**src/rtl/core/sac_pkg.sv**
```systemverilog
// ----------------------------------------------------------------------------
// sac_pkg
// Shared constants, register map and types of the sensor alert controller
// register block.
// ----------------------------------------------------------------------------
`default_nettype none

package sac_pkg;

  // sizing
  localparam int SENSOR_COUNT = 11;
  localparam int PAD_COUNT    = 4;

  // payload widths
  localparam int DATA_W  = 32;
  localparam int KIND_W  = 2;
  localparam int IDX_W   = 5;
  localparam int OFF_W   = 2;
  localparam int SIZE_W  = 3;
  localparam int EVENT_W = 4;
  localparam int INTR_W  = 2;
  localparam int ALERT_W = 2;
  localparam int MUBI_W  = 4;
  localparam int PAD_W   = 8;
  localparam int STAT_W  = 3;

  // register map (word index)
  localparam int RI_INTR_STATE  = 0;
  localparam int RI_INTR_ENABLE = 1;
  localparam int RI_INTR_TEST   = 2;
  localparam int RI_ALERT_TEST  = 3;
  localparam int RI_CFG_REGWEN  = 4;
  localparam int RI_ALERT_TRIG  = 5;
  localparam int RI_ALERT_EN    = 6;
  localparam int RI_FATAL_EN    = 6 + SENSOR_COUNT;
  localparam int RI_RECOV       = 7 + SENSOR_COUNT;
  localparam int RI_FATAL       = 8 + SENSOR_COUNT;
  localparam int RI_STATUS      = 9 + SENSOR_COUNT;
  localparam int RI_PAD_REGWEN  = 10 + SENSOR_COUNT;
  localparam int RI_PAD_ATTR    = 10 + SENSOR_COUNT + PAD_COUNT;
  localparam int REG_COUNT      = 10 + SENSOR_COUNT + 2 * PAD_COUNT;

  // field codes and reset values
  localparam logic [MUBI_W-1:0] MUBI4_FALSE    = 4'h9;
  localparam logic [MUBI_W-1:0] ALERT_EN_RESET = 4'h6;
  localparam logic [PAD_W-1:0]  PAD_ATTR_MASK  = 8'h8C;
  localparam logic [STAT_W-1:0] STATUS_VALUE   = 3'h7;

  typedef logic [SENSOR_COUNT-1:0] sensor_vec_t;

  typedef enum logic [KIND_W-1:0] {
    KIND_READ  = 2'd0,
    KIND_WRITE = 2'd1,
    KIND_EVENT = 2'd2
  } kind_t;

  // one request
  typedef struct packed {
    kind_t               kind;
    logic [IDX_W-1:0]    reg_index;
    logic [OFF_W-1:0]    byte_offset;
    logic [SIZE_W-1:0]   access_size;
    logic [DATA_W-1:0]   write_data;
    logic [EVENT_W-1:0]  event_index;
  } req_t;

  // one result
  typedef struct packed {
    logic [DATA_W-1:0]   read_data;
    logic                access_rejected;
    logic [INTR_W-1:0]   intr_lines;
    logic [ALERT_W-1:0]  alert_lines;
    logic [ALERT_W-1:0]  alert_pulse;
    logic                wakeup;
  } rsp_t;

  // alert evaluation inputs
  typedef struct packed {
    sensor_vec_t latch;
    sensor_vec_t trigger;
    sensor_vec_t enabled;
    sensor_vec_t fatal_sel;
    sensor_vec_t recov;
    sensor_vec_t fatal;
  } alert_in_t;

  // alert evaluation outputs
  typedef struct packed {
    sensor_vec_t        latch;
    sensor_vec_t        recov;
    sensor_vec_t        fatal;
    logic [ALERT_W-1:0] level;
    logic [ALERT_W-1:0] pulse;
    logic               wake;
  } alert_out_t;

endpackage

`default_nettype wire

```
**src/rtl/core/sac_alert_eval.sv**
```systemverilog
// ----------------------------------------------------------------------------
// sac_alert_eval
// Alert refresh: latches triggers, splits enabled events into recoverable
// and fatal records, drops recorded recoverable events, derives lines.
// ----------------------------------------------------------------------------
`default_nettype none

module sac_alert_eval
  import sac_pkg::*;
(
  input  alert_in_t  ain,
  output alert_out_t aout
);

  sensor_vec_t latch_all;
  sensor_vec_t active;
  sensor_vec_t recov_hit;

  // active events and their split
  assign latch_all = ain.latch | ain.trigger;
  assign active    = latch_all & ain.enabled;
  assign recov_hit = active & ~ain.fatal_sel;

  // sticky records, recorded recoverable events leave unless still triggered
  always_comb begin
    aout.recov = ain.recov | recov_hit;
    aout.fatal = ain.fatal | (active & ain.fatal_sel);
    aout.latch = latch_all & ~(recov_hit & ~ain.trigger);
    aout.pulse = {|aout.fatal, |recov_hit};
    aout.level = {|aout.fatal, |(recov_hit & ain.trigger)};
    aout.wake  = (|(aout.latch & ain.enabled)) || (|aout.recov);
  end

endmodule

`default_nettype wire

```
**src/rtl/core/sac_regs.sv**
```systemverilog
// ----------------------------------------------------------------------------
// sac_regs
// Register file and access decode: applies one request to the state and
// forms its result in the same cycle.
// ----------------------------------------------------------------------------
`default_nettype none

module sac_regs
  import sac_pkg::*;
(
  input  logic clk,
  input  logic rst_n,
  input  logic fire,
  input  req_t req,
  output rsp_t rsp
);

  // state
  logic [INTR_W-1:0]  intr_state_r, intr_state_nxt;
  logic [INTR_W-1:0]  intr_enable_r, intr_enable_nxt;
  logic               cfg_unl_r, cfg_unl_nxt;
  sensor_vec_t        trig_r, trig_nxt;
  logic [MUBI_W-1:0]  alert_en_r [SENSOR_COUNT];
  logic [MUBI_W-1:0]  alert_en_nxt [SENSOR_COUNT];
  sensor_vec_t        fsel_r, fsel_nxt;
  sensor_vec_t        recov_r, recov_nxt;
  sensor_vec_t        fatal_r, fatal_nxt;
  sensor_vec_t        latch_r, latch_nxt;
  logic [PAD_W-1:0]   pad_attr_r [PAD_COUNT];
  logic [PAD_W-1:0]   pad_attr_nxt [PAD_COUNT];
  logic [PAD_COUNT-1:0] pad_unl_r, pad_unl_nxt;
  logic [ALERT_W-1:0] level_r, level_nxt;
  logic               wake_r, wake_nxt;

  // decode
  logic               is_read, wr_req, in_range, need_hi, be_ok, wr_ok;
  logic [8:0]         size_mask;
  logic [10:0]        be;
  logic               refresh;
  logic [ALERT_W-1:0] test_bits;
  sensor_vec_t        wr_sens;
  sensor_vec_t        ev_bit;
  sensor_vec_t        latch_pre;
  sensor_vec_t        recov_pre;
  sensor_vec_t        en_mask;
  logic [DATA_W-1:0]  rdata;
  alert_in_t          ain;
  alert_out_t         aout;

  assign is_read  = (req.kind == KIND_READ);
  assign wr_req   = (req.kind == KIND_WRITE);
  assign in_range = (int'(req.reg_index) < REG_COUNT);
  assign wr_sens  = req.write_data[SENSOR_COUNT-1:0];

  // byte-enable acceptance
  assign size_mask = (9'd1 << req.access_size) - 9'd1;
  assign be        = {2'b00, size_mask} << req.byte_offset;
  assign need_hi   = (int'(req.reg_index) == RI_ALERT_TRIG) ||
                     (int'(req.reg_index) == RI_FATAL_EN) ||
                     (int'(req.reg_index) == RI_RECOV) ||
                     (int'(req.reg_index) == RI_FATAL);
  assign be_ok     = be[0] && (!need_hi || be[1]);
  assign wr_ok     = wr_req && in_range && be_ok;

  // event bit for an injection in range
  always_comb begin
    ev_bit = '0;
    for (int i = 0; i < SENSOR_COUNT; i++) begin
      if (req.kind == KIND_EVENT && int'(req.event_index) == i) ev_bit[i] = 1'b1;
    end
  end

  // register writes
  always_comb begin
    intr_state_nxt  = intr_state_r;
    intr_enable_nxt = intr_enable_r;
    cfg_unl_nxt     = cfg_unl_r;
    trig_nxt        = trig_r;
    fsel_nxt        = fsel_r;
    recov_pre       = recov_r;
    pad_unl_nxt     = pad_unl_r;
    refresh         = |ev_bit;
    test_bits       = '0;
    for (int i = 0; i < SENSOR_COUNT; i++) alert_en_nxt[i] = alert_en_r[i];
    for (int p = 0; p < PAD_COUNT; p++) pad_attr_nxt[p] = pad_attr_r[p];
    if (wr_ok) begin
      if (int'(req.reg_index) == RI_INTR_STATE)
        intr_state_nxt = intr_state_r & ~req.write_data[INTR_W-1:0];
      if (int'(req.reg_index) == RI_INTR_ENABLE)
        intr_enable_nxt = req.write_data[INTR_W-1:0];
      if (int'(req.reg_index) == RI_INTR_TEST)
        intr_state_nxt = intr_state_r | req.write_data[INTR_W-1:0];
      if (int'(req.reg_index) == RI_ALERT_TEST) begin
        test_bits = req.write_data[ALERT_W-1:0];
        refresh   = 1'b1;
      end
      if (int'(req.reg_index) == RI_CFG_REGWEN)
        cfg_unl_nxt = cfg_unl_r & req.write_data[0];
      if (int'(req.reg_index) == RI_ALERT_TRIG) begin
        trig_nxt = wr_sens;
        refresh  = 1'b1;
      end
      for (int i = 0; i < SENSOR_COUNT; i++) begin
        if (int'(req.reg_index) == RI_ALERT_EN + i && cfg_unl_r) begin
          alert_en_nxt[i] = req.write_data[MUBI_W-1:0];
          refresh         = 1'b1;
        end
      end
      if (int'(req.reg_index) == RI_FATAL_EN && cfg_unl_r) begin
        fsel_nxt = wr_sens;
        refresh  = 1'b1;
      end
      if (int'(req.reg_index) == RI_RECOV) begin
        recov_pre = recov_r & ~wr_sens;
        refresh   = 1'b1;
      end
      for (int p = 0; p < PAD_COUNT; p++) begin
        if (int'(req.reg_index) == RI_PAD_REGWEN + p)
          pad_unl_nxt[p] = pad_unl_r[p] & req.write_data[0];
        if (int'(req.reg_index) == RI_PAD_ATTR + p && pad_unl_r[p])
          pad_attr_nxt[p] = req.write_data[PAD_W-1:0] & PAD_ATTR_MASK;
      end
    end
  end

  // enabled sensors after this request
  always_comb begin
    for (int i = 0; i < SENSOR_COUNT; i++) en_mask[i] = (alert_en_nxt[i] != MUBI4_FALSE);
  end

  assign latch_pre = latch_r | ev_bit;

  always_comb begin
    ain.latch     = latch_pre;
    ain.trigger   = trig_nxt;
    ain.enabled   = en_mask;
    ain.fatal_sel = fsel_nxt;
    ain.recov     = recov_pre;
    ain.fatal     = fatal_r;
  end

  sac_alert_eval u_alert (
    .ain  (ain),
    .aout (aout)
  );

  // alert state follows the refresh only when one runs
  assign latch_nxt = refresh ? aout.latch : latch_pre;
  assign recov_nxt = refresh ? aout.recov : recov_pre;
  assign fatal_nxt = refresh ? aout.fatal : fatal_r;
  assign level_nxt = refresh ? aout.level : level_r;
  assign wake_nxt  = refresh ? aout.wake  : wake_r;

  // read mux
  always_comb begin
    rdata = '0;
    if (int'(req.reg_index) == RI_INTR_STATE)
      rdata = DATA_W'(intr_state_r);
    if (int'(req.reg_index) == RI_INTR_ENABLE)
      rdata = DATA_W'(intr_enable_r);
    if (int'(req.reg_index) == RI_CFG_REGWEN)
      rdata = DATA_W'(cfg_unl_r);
    if (int'(req.reg_index) == RI_ALERT_TRIG)
      rdata = DATA_W'(trig_r);
    for (int i = 0; i < SENSOR_COUNT; i++) begin
      if (int'(req.reg_index) == RI_ALERT_EN + i) rdata = DATA_W'(alert_en_r[i]);
    end
    if (int'(req.reg_index) == RI_FATAL_EN)
      rdata = DATA_W'(fsel_r);
    if (int'(req.reg_index) == RI_RECOV)
      rdata = DATA_W'(recov_r);
    if (int'(req.reg_index) == RI_FATAL)
      rdata = DATA_W'(fatal_r);
    if (int'(req.reg_index) == RI_STATUS)
      rdata = DATA_W'(STATUS_VALUE);
    for (int p = 0; p < PAD_COUNT; p++) begin
      if (int'(req.reg_index) == RI_PAD_REGWEN + p) rdata = DATA_W'(pad_unl_r[p]);
      if (int'(req.reg_index) == RI_PAD_ATTR + p) rdata = DATA_W'(pad_attr_r[p]);
    end
  end

  // result of this request
  always_comb begin
    rsp.read_data       = (is_read && in_range) ? rdata : '0;
    rsp.access_rejected = (is_read && !in_range) || (wr_req && !(in_range && be_ok));
    rsp.intr_lines      = intr_state_nxt & intr_enable_nxt;
    rsp.alert_lines     = level_nxt;
    rsp.alert_pulse     = level_r | (refresh ? (aout.pulse | test_bits) : '0);
    rsp.wakeup          = wake_nxt;
  end

  // state registers
  always_ff @(posedge clk) begin
    if (!rst_n) begin
      intr_state_r  <= '0;
      intr_enable_r <= '0;
      cfg_unl_r     <= 1'b1;
      trig_r        <= '0;
      fsel_r        <= '0;
      recov_r       <= '0;
      fatal_r       <= '0;
      latch_r       <= '0;
      pad_unl_r     <= '1;
      level_r       <= '0;
      wake_r        <= 1'b0;
      for (int i = 0; i < SENSOR_COUNT; i++) alert_en_r[i] <= ALERT_EN_RESET;
      for (int p = 0; p < PAD_COUNT; p++) pad_attr_r[p] <= '0;
    end else if (fire) begin
      intr_state_r  <= intr_state_nxt;
      intr_enable_r <= intr_enable_nxt;
      cfg_unl_r     <= cfg_unl_nxt;
      trig_r        <= trig_nxt;
      fsel_r        <= fsel_nxt;
      recov_r       <= recov_nxt;
      fatal_r       <= fatal_nxt;
      latch_r       <= latch_nxt;
      pad_unl_r     <= pad_unl_nxt;
      level_r       <= level_nxt;
      wake_r        <= wake_nxt;
      for (int i = 0; i < SENSOR_COUNT; i++) alert_en_r[i] <= alert_en_nxt[i];
      for (int p = 0; p < PAD_COUNT; p++) pad_attr_r[p] <= pad_attr_nxt[p];
    end
  end

endmodule

`default_nettype wire

```
**config.mk**
```make
export PLATFORM = sky130hd
export DESIGN_NAME = sac_regs
export DESIGN_NICKNAME = d
export VERILOG_FILES = /design/src/rtl/core/sac_pkg.sv /design/src/rtl/core/sac_alert_eval.sv /design/src/rtl/core/sac_regs.sv
export SDC_FILE = /design/constraint.sdc
export NUM_CORES = 1
export LEC_CHECK = 0
export BUFFER_PORTS_ARGS = -buffer_cell sky130_fd_sc_hd__clkbuf_2
export CAP_MARGIN = 20
export CORE_MARGIN = 1.5
export CORE_UTILIZATION = 35
export CTS_CLUSTER_DIAMETER = 60
export DETAILED_ROUTE_END_ITERATION = 16
export GPL_TIMING_DRIVEN = 0
export PLACE_DENSITY = 0.61
export SYNTH_ARGS = -nofsm -noshare
export SYNTH_HDL_FRONTEND = slang
export SYNTH_SLANG_ARGS = --single-unit
```
**constraint.sdc**
```tcl
create_clock -name clk -period 6.8 [get_ports clk]
set_clock_uncertainty 0.2 [all_clocks]
set_input_delay 0 -clock clk [delete_from_list [all_inputs] [get_ports clk]]
set_output_delay 0 -clock clk [all_outputs]
set_load 0.01 [all_outputs]
```
==> metrics.md <==
| Metric | Value |
|---|---|
| Run status | `complete, no violations` |
| Largest net degree at the start of global routing | `45` |
| TNS Setup | `0 ns` |
| Die H | `155 um` |
| Register bit total from synthesis | `123` |
| Worst Path Max Fanout | `10` |
| Syn. warnings | `0` |
| Gr usage total | `25.0%` |
| Async SR Flop Fraction | `0%` |
| Post-route setup slack | `2.34 ns` |
| Tmin final | `4.46 ns` |
| Routed vias | `7,870` |
| RSZ-0062 raised after global routing | `false` |
| Total Nets Final | `1,068` |
| Final antenna-violating net count | `0` |
| Most frequently used cell type in the post-synthesis netlist | `nand2_1` |
| DPL Wire Length | `22.8 mm` |
| Core Rows | `55` |
| Actual slew at the worst max-slew pin | `1.01 ns` |
| Fillers | `2,253` |
| Worst Setup Start Kind | `register` |
| Final Hold Vio Count | `0` |
| Initial Utilization | `35.6%` |
| Post-synth top cells | `nand2_1, mux2i_1, nor2_1, dfxtp_1, edfxtp_1` |
| Area share of the largest cell type after synthesis | `20.9%` |
| Worst Hold Class | `input port to register` |
| Port bufs | `46` |
| Vias in the first global route | `7,306` |
| Count of pins over their slew limit | `0` |
| Synthesized area per cell | `8.81 um^2` |
| Lkg Pwr | `0.00380 uW` |
| Synth area leader | `edfxtp_1` |
| Synth Flop Type | `dfxtp_1` |
| First-pass GRT wire length | `45.4 mm` |
| Period utilization | `65.6%` |
| Die width | `155 um` |
| Setup WS pre-CTS | `3.01 ns` |
| DIE AREA | `0.0239 mm^2` |
| Clock Path Buffers | `2` |
| Cells after DPL | `1,265` |
| Hold buffer count at CTS | `18` |
| Crit end category | `output pin` |
| Worst vdd ir | `0.168 mV` |
| Max Cap Viol | `0` |
| Area delta synth->final | `18.0%` |
| Post-CTS Setup Inserts | `0` |
| Fmax | `224 MHz` |
| Initial drt markers | `995` |
| Number of synthesized flops with an enable pin | `56` |
| IO Pins | `91` |
| Critical Path AT | `4.26 ns` |
| Critical path class | `register to output pin` |
| Clock Latency Late Sink | `0.43 ns` |
| Diode count | `0` |
| Worst-path clk slew | `0.06 ns` |
| Non-filler cells in the finished layout | `1,315` |
| Post-Route WL | `30.1 mm` |
| Post-Syn Area | `0.00805 mm^2` |
| Synth area leaders | `edfxtp_1, dfxtp_1, mux2i_1` |
| Clock Root Buffer | `clkbuf_16` |
| Seq/Total Area, Yosys | `37.5%` |
| Antenna violations before repair | `0` |
| Num CTS Buffers | `17` |
| Critical Path RT | `6.60 ns` |
| Library cells used by synthesis | `72` |
| RePlAce Congestion | `0.976` |
| Endpoints failing setup | `0` |
| Vias per std cell | `5.98` |
| DRT Pass-1 Iters | `6` |
| H-tree depth | `4` |
| Core area | `0.0226 mm^2` |
| Post-CTS sizing | `0` |
| Layout cells sized above 1 | `14.1%` |
| Power per Cell Area | `210 mW/mm^2` |
| Headroom to the max-slew limit | `32.4%` |
| Final Power | `2000 uW` |
| Post-synthesis cell count | `914` |
| CTS tree | `yes` |
| Global route total overflow | `0` |
| DRC violations left | `0` |
| Clock Sinks | `123` |
| Wirelength per Cell | `22.9 um` |
path summary, 6_finish.rpt:
kind	cells after the start	from	slack, ns	endpoint
hold / removal	5	req[2]	0.02	latch_r[3]
setup / recovery	11	cfg_unl_r	2.34	rsp[0]
setup reg to reg	9	cfg_unl_r	2.78	recov_r[3]
hold reg to reg	2	latch_r[0]	0.26	latch_r[0]
layer usage:
metal  routed length, um  part of all wire (%)  track usage, %
met1               13200                    44            35.7
met2               13000                    43            37.7
met3                2920                   9.7            4.37
met4                 949                   3.2            9.34
met5                   0                     0               0
final cells by class:
class / instances / area (um^2) / share of cell area (%)
Buffer: 89 / 452 / 4.75
Inverter: 6 / 22.5 / 0.237
Timing Repair Buffer: 64 / 410 / 4.32
Tap cell: 285 / 357 / 3.75
Clock buffer: 19 / 443 / 4.66
Sequential cell: 123 / 3020 / 31.8
Multi-Input combinational cell: 716 / 4630 / 48.7
Clock inverter: 13 / 166 / 1.75
sequential cells by signal, indices dropped and copies added, names as in the netlist:
register / cells
fatal_r: 11
recov_r: 11
intr_state_r: 2
intr_enable_r: 2
latch_r: 11
pad_attr_r: 12
wake_r: 1
level_r: 2
pad_unl_r: 4
trig_r: 11
cfg_unl_r: 1
fsel_r: 11
alert_en_r: 44
report_power, final:
part	total, uW	internal, uW	switching, uW
Sequential	806	793	13.4
Clock	957	590	367
Combinational	235	78.4	156
Total	2000	1460	536
placed cells by master (no fill, tap or decap), drive strengths merged, types with 26 or more instances in the layout:
master	Yosys	final
buf	43	43
nand2	95	95
nor2b	28	28
mux2i	86	86
clkbuf	46	111
edfxtp	56	56
nor2	79	79
a22oi	26	26
dfxtp	67	67
o21ai	57	57
nand3	32	32
a21oi	44	44
through the flow:
stage	cell area (um^2)	util (%)	hold slack [ns]
after detailed placement	8720	38.5	0.103
after global placement	8720	38.5	0.110
after floorplan	8130	-	-0.156
after global routing	9510	42.0	0.0785
final	9510	42.0	0.0211
after CTS	9510	42.0	0.00614
cell families after synthesis:
| kind of cell | count (synthesis) | share of synthesized area (%) |
|---|---|---|
| other | 1 | 0.0466 |
| AO/OA/AOI/OAI | 261 | 22.5 |
| buffers and inverters | 95 | 5.89 |
| flip-flops | 123 | 37.5 |
| AND/OR/NAND/NOR | 331 | 20.8 |
| multiplexers | 103 | 13.3 |
worst max-delay path, stage by stage (launching register included):
cell	delay (ns)
dfxtp_1	0.31
clkbuf_1	0.31
clkbuf_1	0.49
o21ai_0	0.20
o32ai_1	0.85
a22o_1	0.33
buf_2	0.28
buf_1	0.57
nor2_1	0.08
a21oi_1	0.14
buf_4	0.12
clkbuf_2	0.13
Note: power is estimated with default switching activity, not from simulation.
